==> src/rtl/crcfd_pkg.sv <==
// shared types and constants of the crc-8 checked frame decoder
package crcfd_pkg;

    localparam int unsigned FrameBytes = 18;
    localparam int unsigned BodyBytes  = 17;
    localparam int unsigned CntW       = 5;
    localparam int unsigned QueueDepth = 2;
    localparam int unsigned RegCount   = 7;
    localparam int unsigned AddrW      = 5;
    localparam int unsigned DataW      = 32;

    // register indexes of the configuration port
    typedef enum logic [2:0] {
        REG_CRC_POLY     = 3'd0,
        REG_CRC_INIT     = 3'd1,
        REG_CRC_XOR_OUT  = 3'd2,
        REG_REFLECT_IN   = 3'd3,
        REG_REFLECT_OUT  = 3'd4,
        REG_FRAME_START  = 3'd5,
        REG_COMMAND_CODE = 3'd6
    } t_reg_idx;

    localparam logic [7:0] RstCrcPoly     = 8'h07;
    localparam logic [7:0] RstCrcInit     = 8'h00;
    localparam logic [7:0] RstCrcXorOut   = 8'h00;
    localparam logic       RstReflectIn   = 1'b0;
    localparam logic       RstReflectOut  = 1'b0;
    localparam logic [7:0] RstFrameStart  = 8'hA5;
    localparam logic [7:0] RstCommandCode = 8'h07;

    typedef struct packed {
        logic [7:0]  data_byte;
        logic        line_idle;
        logic [31:0] arrival_time;
    } t_item;

    typedef struct packed {
        logic               target_tracked;
        logic [15:0]        sequence_res;
        logic signed [31:0] ball_position;
        logic signed [31:0] ball_velocity;
        logic [31:0]        source_time;
        logic [31:0]        receive_time;
    } t_result;

    typedef struct packed {
        logic [7:0] crc_poly;
        logic [7:0] crc_init;
        logic [7:0] crc_xor_out;
        logic       reflect_in;
        logic       reflect_out;
        logic [7:0] frame_start;
        logic [7:0] command_code;
    } t_crc_cfg;

    // queue status seen by the top level and the back
    typedef struct packed {
        logic full;
        logic avail;
    } t_q_stat;

endpackage

==> src/rtl/crcfd_front.sv <==
// front end: byte collection, running crc-8 and frame check
module crcfd_front
    import crcfd_pkg::*;
(
    input  logic     i_clk,
    input  logic     i_rst_n,
    input  logic     i_accept,
    input  t_item    i_item,
    input  t_crc_cfg i_cfg,
    output logic     o_push,
    output t_result  o_result
);

    logic [CntW-1:0] r_cnt, n_cnt;
    logic [7:0]      r_crc, n_crc;
    logic [7:0]      r_store [BodyBytes];

    logic [7:0] w_in, w_fin;
    logic       w_last;

    function automatic logic [7:0] rev8(input logic [7:0] v);
        logic [7:0] r;
        for (int k = 0; k < 8; k++) begin
            r[k] = v[7-k];
        end
        return r;
    endfunction

    function automatic logic [7:0] crc_upd(input logic [7:0] c0, input logic [7:0] poly);
        logic [7:0] c;
        c = c0;
        for (int k = 0; k < 8; k++) begin
            c = c[7] ? ({c[6:0], 1'b0} ^ poly) : {c[6:0], 1'b0};
        end
        return c;
    endfunction

    assign w_last = (r_cnt == CntW'(BodyBytes));
    assign w_in   = i_cfg.reflect_in ? rev8(i_item.data_byte) : i_item.data_byte;
    assign w_fin  = i_cfg.reflect_out ? rev8(r_crc ^ i_cfg.crc_xor_out)
                                      : (r_crc ^ i_cfg.crc_xor_out);

    always_comb begin
        n_cnt = r_cnt;
        n_crc = r_crc;
        if (i_accept) begin
            if (w_last) begin
                n_cnt = '0;
            end else begin
                n_crc = crc_upd(((r_cnt == '0) ? i_cfg.crc_init : r_crc) ^ w_in,
                                i_cfg.crc_poly);
                n_cnt = i_item.line_idle ? '0 : r_cnt + CntW'(1);
            end
        end
    end

    // frame passes when start, command and crc bytes all match
    assign o_push = i_accept && w_last &&
                    (r_store[0] == i_cfg.frame_start) &&
                    (r_store[1] == i_cfg.command_code) &&
                    (i_item.data_byte == w_fin);

    always_comb begin
        o_result.target_tracked = r_store[2][0];
        o_result.sequence_res   = {r_store[4], r_store[3]};
        o_result.ball_position  = {r_store[8], r_store[7], r_store[6], r_store[5]};
        o_result.ball_velocity  = {r_store[12], r_store[11], r_store[10], r_store[9]};
        o_result.source_time    = {r_store[16], r_store[15], r_store[14], r_store[13]};
        o_result.receive_time   = i_item.arrival_time;
    end

    always_ff @(posedge i_clk) begin
        if (!i_rst_n) begin
            r_cnt <= '0;
        end else begin
            r_cnt <= n_cnt;
        end
    end

    always_ff @(posedge i_clk) begin
        r_crc <= n_crc;
        for (int k = 0; k < BodyBytes; k++) begin
            if (i_accept && (r_cnt == CntW'(k))) begin
                r_store[k] <= i_item.data_byte;
            end
        end
    end

endmodule

==> src/rtl/crcfd_fifo.sv <==
// short result queue between front and back
module crcfd_fifo
    import crcfd_pkg::*;
#(
    parameter int unsigned DEPTH = QueueDepth
) (
    input  logic    i_clk,
    input  logic    i_rst_n,
    input  logic    i_wr,
    input  t_result i_data,
    input  logic    i_rd,
    output t_result o_data,
    output t_q_stat o_stat
);

    localparam int unsigned PtrW = (DEPTH > 1) ? $clog2(DEPTH) : 1;
    localparam int unsigned CntW = $clog2(DEPTH + 1);

    t_result         r_mem [DEPTH];
    logic [PtrW-1:0] r_wp, n_wp, r_rp, n_rp;
    logic [CntW-1:0] r_cnt, n_cnt;
    logic            w_wr, w_rd;

    assign o_stat.full  = (r_cnt == CntW'(DEPTH));
    assign o_stat.avail = (r_cnt != '0);
    assign w_wr         = i_wr && !o_stat.full;
    assign w_rd         = i_rd && o_stat.avail;
    assign o_data       = r_mem[r_rp];

    always_comb begin
        n_wp  = r_wp;
        n_rp  = r_rp;
        n_cnt = r_cnt;
        if (w_wr) begin
            n_wp = (r_wp == PtrW'(DEPTH - 1)) ? '0 : r_wp + PtrW'(1);
        end
        if (w_rd) begin
            n_rp = (r_rp == PtrW'(DEPTH - 1)) ? '0 : r_rp + PtrW'(1);
        end
        if (w_wr && !w_rd) begin
            n_cnt = r_cnt + CntW'(1);
        end else if (w_rd && !w_wr) begin
            n_cnt = r_cnt - CntW'(1);
        end
    end

    always_ff @(posedge i_clk) begin
        if (!i_rst_n) begin
            r_wp  <= '0;
            r_rp  <= '0;
            r_cnt <= '0;
        end else begin
            r_wp  <= n_wp;
            r_rp  <= n_rp;
            r_cnt <= n_cnt;
        end
    end

    always_ff @(posedge i_clk) begin
        if (w_wr) begin
            r_mem[r_wp] <= i_data;
        end
    end

endmodule

==> src/rtl/crcfd_back.sv <==
// back end: result output register
module crcfd_back
    import crcfd_pkg::*;
(
    input  logic    i_clk,
    input  logic    i_rst_n,
    input  t_q_stat i_stat,
    input  t_result i_data,
    output logic    o_rd,
    input  logic    i_pop,
    output logic    o_empty,
    output t_result o_result
);

    logic    r_valid, n_valid;
    t_result r_data;

    assign o_rd     = i_stat.avail && (!r_valid || i_pop);
    assign o_empty  = !r_valid;
    assign o_result = r_data;

    always_comb begin
        n_valid = r_valid;
        if (o_rd) begin
            n_valid = 1'b1;
        end else if (i_pop) begin
            n_valid = 1'b0;
        end
    end

    always_ff @(posedge i_clk) begin
        if (!i_rst_n) begin
            r_valid <= 1'b0;
        end else begin
            r_valid <= n_valid;
        end
    end

    always_ff @(posedge i_clk) begin
        if (o_rd) begin
            r_data <= i_data;
        end
    end

endmodule

==> src/rtl/crc8_checked_frame_decoder.sv <==
// top level: crc-8 checked 18-byte frame decoder with apb configuration
// a frame's result is queued as its 18th byte is taken, then loaded into the output register
// throughput: one byte per cycle while full is low; full rises only when the queue
//   holds DEPTH frames behind an output result that is not popped
// reset: synchronous active low; clears byte count, queue and output register,
//   and returns all configuration registers to their reset values
module crc8_checked_frame_decoder
    import crcfd_pkg::*;
#(
    parameter int unsigned QUEUE_DEPTH = QueueDepth
) (
    input  logic             i_clk,
    input  logic             i_rst_n,
    // byte side
    input  logic             push,
    output logic             full,
    input  t_item            i_item,
    // result side
    output logic             empty,
    input  logic             pop,
    output t_result          o_result,
    // configuration
    input  logic             psel,
    input  logic             penable,
    input  logic             pwrite,
    input  logic [AddrW-1:0] paddr,
    input  logic [DataW-1:0] pwdata,
    output logic [DataW-1:0] prdata,
    output logic             pready
);

    t_crc_cfg r_cfg;
    t_reg_idx w_idx;
    logic     w_cfg_wr;

    logic     w_accept;
    logic     w_push;
    t_result  w_front_res;
    t_result  w_q_data;
    t_q_stat  w_q_stat;
    logic     w_q_rd;

    // register file: one register per word, index from paddr[4:2]
    assign pready   = 1'b1;
    assign w_idx    = t_reg_idx'(paddr[AddrW-1:2]);
    assign w_cfg_wr = psel && penable && pwrite && pready;

    always_ff @(posedge i_clk) begin
        if (!i_rst_n) begin
            r_cfg.crc_poly     <= RstCrcPoly;
            r_cfg.crc_init     <= RstCrcInit;
            r_cfg.crc_xor_out  <= RstCrcXorOut;
            r_cfg.reflect_in   <= RstReflectIn;
            r_cfg.reflect_out  <= RstReflectOut;
            r_cfg.frame_start  <= RstFrameStart;
            r_cfg.command_code <= RstCommandCode;
        end else if (w_cfg_wr) begin
            case (w_idx)
                REG_CRC_POLY:     r_cfg.crc_poly     <= pwdata[7:0];
                REG_CRC_INIT:     r_cfg.crc_init     <= pwdata[7:0];
                REG_CRC_XOR_OUT:  r_cfg.crc_xor_out  <= pwdata[7:0];
                REG_REFLECT_IN:   r_cfg.reflect_in   <= pwdata[0];
                REG_REFLECT_OUT:  r_cfg.reflect_out  <= pwdata[0];
                REG_FRAME_START:  r_cfg.frame_start  <= pwdata[7:0];
                REG_COMMAND_CODE: r_cfg.command_code <= pwdata[7:0];
                default: ;
            endcase
        end
    end

    // read back, unused address reads zero
    always_comb begin
        case (w_idx)
            REG_CRC_POLY:     prdata = {24'd0, r_cfg.crc_poly};
            REG_CRC_INIT:     prdata = {24'd0, r_cfg.crc_init};
            REG_CRC_XOR_OUT:  prdata = {24'd0, r_cfg.crc_xor_out};
            REG_REFLECT_IN:   prdata = {31'd0, r_cfg.reflect_in};
            REG_REFLECT_OUT:  prdata = {31'd0, r_cfg.reflect_out};
            REG_FRAME_START:  prdata = {24'd0, r_cfg.frame_start};
            REG_COMMAND_CODE: prdata = {24'd0, r_cfg.command_code};
            default:          prdata = '0;
        endcase
    end

    // bytes are held off only while the queue has no room
    assign full     = w_q_stat.full;
    assign w_accept = push && !full;

    // front: stores body bytes, runs the crc, checks the frame on its 18th byte
    crcfd_front u_front (
        .i_clk    (i_clk),
        .i_rst_n  (i_rst_n),
        .i_accept (w_accept),
        .i_item   (i_item),
        .i_cfg    (r_cfg),
        .o_push   (w_push),
        .o_result (w_front_res)
    );

    // decouples the check from the output handshake
    crcfd_fifo #(
        .DEPTH (QUEUE_DEPTH)
    ) u_fifo (
        .i_clk   (i_clk),
        .i_rst_n (i_rst_n),
        .i_wr    (w_push),
        .i_data  (w_front_res),
        .i_rd    (w_q_rd),
        .o_data  (w_q_data),
        .o_stat  (w_q_stat)
    );

    // back: output register refilled from the queue when it is empty or its result is popped
    crcfd_back u_back (
        .i_clk    (i_clk),
        .i_rst_n  (i_rst_n),
        .i_stat   (w_q_stat),
        .i_data   (w_q_data),
        .o_rd     (w_q_rd),
        .i_pop    (pop),
        .o_empty  (empty),
        .o_result (o_result)
    );

endmodule

==> config.mk <==
export PLATFORM = sky130hd
export DESIGN_NAME = crc8_checked_frame_decoder
export DESIGN_NICKNAME = d
export VERILOG_FILES = /design/src/rtl/crcfd_pkg.sv /design/src/rtl/crcfd_front.sv /design/src/rtl/crcfd_fifo.sv /design/src/rtl/crcfd_back.sv /design/src/rtl/crc8_checked_frame_decoder.sv
export SDC_FILE = /design/constraint.sdc
export NUM_CORES = 1
export LEC_CHECK = 0
export ABC_CLOCK_PERIOD_IN_PS = 15390
export BUFFER_PORTS_ARGS = -buffer_cell sky130_fd_sc_hd__clkbuf_2
export CAP_MARGIN = 20
export CORE_ASPECT_RATIO = 1.75
export CORE_UTILIZATION = 30
export CTS_BUF_LIST = sky130_fd_sc_hd__clkbuf_16
export DETAILED_ROUTE_END_ITERATION = 10
export PLACE_DENSITY = 0.57
export SLEW_MARGIN = 0
export SYNTH_ARGS = -nofsm -noshare
export SYNTH_HDL_FRONTEND = slang
export SYNTH_SLANG_ARGS = --single-unit
==> constraint.sdc <==
create_clock -name i_clk -period 15.39 [get_ports i_clk]
set_input_delay 2.3085 -clock i_clk [delete_from_list [all_inputs] [get_ports i_clk]]
set_output_delay 2.3085 -clock i_clk [all_outputs]
set_load 0.01 [all_outputs]
==> impl_metrics.py <==
metrics = {
    "global_route": {
        "grt_pass1_vias": 12600,
        "grt_start_max_net_pins": 77,
        "antenna_found_initial": 1,
        "grt_overflow_total": 0,
        "grt_use_total_pct": 12.9,
        "grt_first_pass_wirelength_mm": 78.3,
    },
    "timing": {
        "post-route-period-util_pct": 42.4,
        "setup_tns_ps": 0,
        "slew_headroom_pct": 29.2,
        "setup_slack_ps": 8860,
        "hold_viol_final": 0,
        "setup_viol": 0,
        "hold_ws_ps": 439,
        "rsz0062_at_grt": "false",
        "slew_viol_final": 0,
        "fin_skew_ps": 15.6,
        "fmax_mhz": 153,
        "period_minus_slack_ps": 6530,
        "worst_slew_pin_slew_ps": 1060,
    },
    "pwr": {
        "combPwrFrac_pct": 17.1,
        "irDropWorstVdd_mv": 0.106,
        "p_int_uw": 3240,
        "powerDensity_mw_per_mm2": 157,
        "cellLeakagePower_uw": 0.00958,
        "sw_frac_of_total_pct": 26.4,
        "seqPwrFrac_pct": 49.7,
        "clkPwrFrac_pct": 33.2,
        "switching_power_uw": 1160,
    },
    "cts": {
        "cts_buffer_depth": 3,
        "clock-root-buffer": "clkbuf_16",
        "cts_setup_buffers": 0,
        "cts_hold_buf": 0,
        "cts.reportedPaths.clkPinSlew_ps": 70,
        "cts_resized": 0,
        "clkLatencyLatePin_ps": 620,
        "numCtsBuffers": 56,
        "htreeDepth": 2,
        "clock-sinks": 624,
        "cts_tree": "yes",
    },
    "critical_path": {
        "crit_chain": "clkbuf_2, nor2b_1, a211oi_1, a21oi_1, clkbuf_2",
        "worstSetupPathType": "primary input to output port",
        "cp_max_fo": 17,
        "critPathCaptureType": "output port",
        "worst-path-buf-inv": 2,
        "worst_path_max_delay_cell": "nor2b_1",
        "crit_family": "simple AND/OR/NAND/NOR gates",
        "required_ps": 13080,
        "crit_top_cell": "clkbuf_2",
        "worst_path_largest_cell_delay_ps": 910,
        "critical_path.startpoint_type": "primary input",
        "arrival_ps": 4220,
    },
    "synth": {
        "synth_cell_types": 63,
        "synth_enable_flop_cells": 572,
        "synth-async-reset-ratio_pct": 0,
        "synth_seq_cells": 624,
        "synth_cells": 1344,
        "synth.avg_cell_area_sq_um": 17.7,
        "ys_seq_area_share_pct": 76.6,
        "synthTopCellsByArea": "edfxtp_1 72%, mux2_2 7.0%, dfxtp_1 4.4%",
        "synth-main-ff-cell": "edfxtp_1",
        "synth_top_area_share_pct": 72.3,
        "ys_warn_count": 0,
        "yosysTopAreaCell": "edfxtp_1",
        "synthesis.area_sq_mm": 0.0238,
    },
    "route": {
        "drt_iter0_markers": 701,
        "routed_via_density": 4.45,
        "drt-total-wl_mm": 52.2,
        "drc": 0,
        "vias": 11900,
        "first_pass_iters": 5,
        "postRouteAntennaNets": 0,
        "routedWlPerCell_um": 19.5,
    },
    "floorplanning": {
        "die_w_um": 215,
        "die_height_um": 374,
        "initial_core_util_pct": 30.3,
        "die_area_sq_mm": 0.0804,
        "row_count": 136,
        "core_area_sq_mm": 0.0784,
        "io_pins": 265,
    },
    "finish": {
        "fin_nets": 1682,
        "fin_util_pct": 35.7,
        "antenna_cells": 0,
        "syn_to_final_growth_pct": 17.8,
        "drive_gt1_share_pct": 30.1,
    },
    "run": {
        "cap_violations": 0,
    },
    "placement": {
        "portBuffers": 213,
        "gp_congestion": 0.761,
        "place_hpwl_mm": 32.2,
        "place_ws_ps": 8420,
    },
    "hold_path": {
        "holdCritPathClass": "flop to flop",
    },
    "status": {
        "status": "finished clean",
    },
}
## flip-flops by register name, indices dropped and copies added, names as in the netlist
name             flops
u_fifo.r_mem       290
u_back.o_result    145
u_front.r_store    129
r_cfg               42
u_front.r_crc        8
u_front.r_cnt        5
u_fifo.r_cnt         2
u_back.r_valid       1
u_fifo.r_rp          1
u_fifo.r_wp          1
## metrics by stage
step | total power (uW) | cells | instance area (sq um)
finish | 4400 | 2674 | 28000
floorplan | 2690 | 1367 | 23900
global placement | 2990 | 2564 | 26000
global route | 4590 | 2674 | 28000
detailed placement | 3000 | 2567 | 26000
CTS | 4480 | 2673 | 28000
## layout by cell type, fill, tap and decap left out, types with 4 or more instances in the layout
master,count
nand2_1,93
clkinvlp_4,6
clkbuf_16,57
dfxtp_1,51
a211oi_1,7
nor4_1,5
a21boi_0,8
mux2_2,147
inv_1,18
and2_1,9
xnor2_1,42
and3_1,4
a31oi_1,7
nor2b_1,32
nand3_1,10
edfxtp_1,572
a21oi_1,15
conb_1,25
bufinv_16,9
nor2_1,43
xnor3_1,6
clkbuf_2,213
xor2_1,33
nor3_1,10
mux2i_1,65
clkinv_1,16
nand2b_1,7
o21ai_0,15
ha_1,6
buf_4,22
or3_1,5
clkinv_2,8
a22oi_1,7
xnor2_2,5
nor4bb_1,4
## power groups by stage
stage	Combinational, uW	Clock, uW	Sequential, uW
detailed placement	765	0	2230
global placement	757	0	2230
global route	813	1570	2210
finish	752	1460	2190
floorplan	367	0	2320
CTS	768	1520	2200
## worst reg2reg max path, cell delays in order, from the launching register on
cell,delay [ps]
dfxtp_1,360
inv_1,100
ha_1,190
nor4b_2,230
buf_4,270
mux2i_1,570
xnor2_2,220
xnor2_1,800
a21oi_1,200
o31ai_1,450
a211oi_4,160
xnor2_1,280
mux2i_1,140
xnor2_1,480
nand2_1,170
xnor3_1,380
xnor2_1,140
## cells in the mapped netlist (all sizes together), types with 8 or more instances
library cell	n
a211oi	9
a21boi	8
a21oi	15
and2	10
buf	31
clkbuf	41
dfxtp	52
edfxtp	572
inv	14
mux2	147
mux2i	67
nand2	93
nand3	10
nor2	44
nor2b	33
nor3	11
o21ai	17
xnor2	47
xor2	34
## area by class of cell
class | instances | area, sq um
Fill cell | 7398 | 50400
Sequential cell | 624 | 18200
Multi-Input combinational cell | 657 | 5230
Clock buffer | 57 | 1430
Tap cell | 1035 | 1290
Timing Repair Buffer | 238 | 1270
Clock inverter | 49 | 514
Inverter | 14 | 52.6
## cell families after synthesis
| kind of cell | count (synthesis) | synth area share [%] |
|---|---|---|
| AO/OA/AOI/OAI | 81 | 2.35 |
| XOR/XNOR | 89 | 3.95 |
| adder cells (fa/ha/maj) | 6 | 0.316 |
| buffers and inverters | 86 | 1.81 |
| flip-flops | 624 | 76.6 |
| multiplexers | 215 | 9.95 |
| other | 2 | 0.0316 |
| AND/OR/NAND/NOR | 241 | 4.95 |
## path summary, 6_finish.rpt
check	startpoint	to	slack, ps	cells after the start
setup / recovery	paddr[3]	prdata[2]	8860	5
hold / removal	u_front.r_store[0][100]$_DFFE_PP_	u_fifo.r_mem[1][92]$_DFFE_PP_	440	0
setup reg to reg	u_front.r_cnt[0]$_SDFFE_PN0P_	u_front.r_crc[5]$_DFFE_PP_	10010	16
hold reg to reg	u_front.r_store[0][100]$_DFFE_PP_	u_fifo.r_mem[1][92]$_DFFE_PP_	440	0
## layer usage
| layer | share of wire (%) | GRT usage (%) | wire, um | up-vias |
|---|---|---|---|---|
| met1 | 39 | 14.4 | 20200 | 5947 |
| met2 | 54 | 24.2 | 28100 | 363 |
| met5 | 0 | 0 | 0 | - |
| li1 | - | - | - | 5499 |
| met3 | 4.4 | 2.10 | 2320 | 84 |
| met4 | 3.1 | 4.95 | 1630 | 0 |
Power figures use the tool's default switching activity.
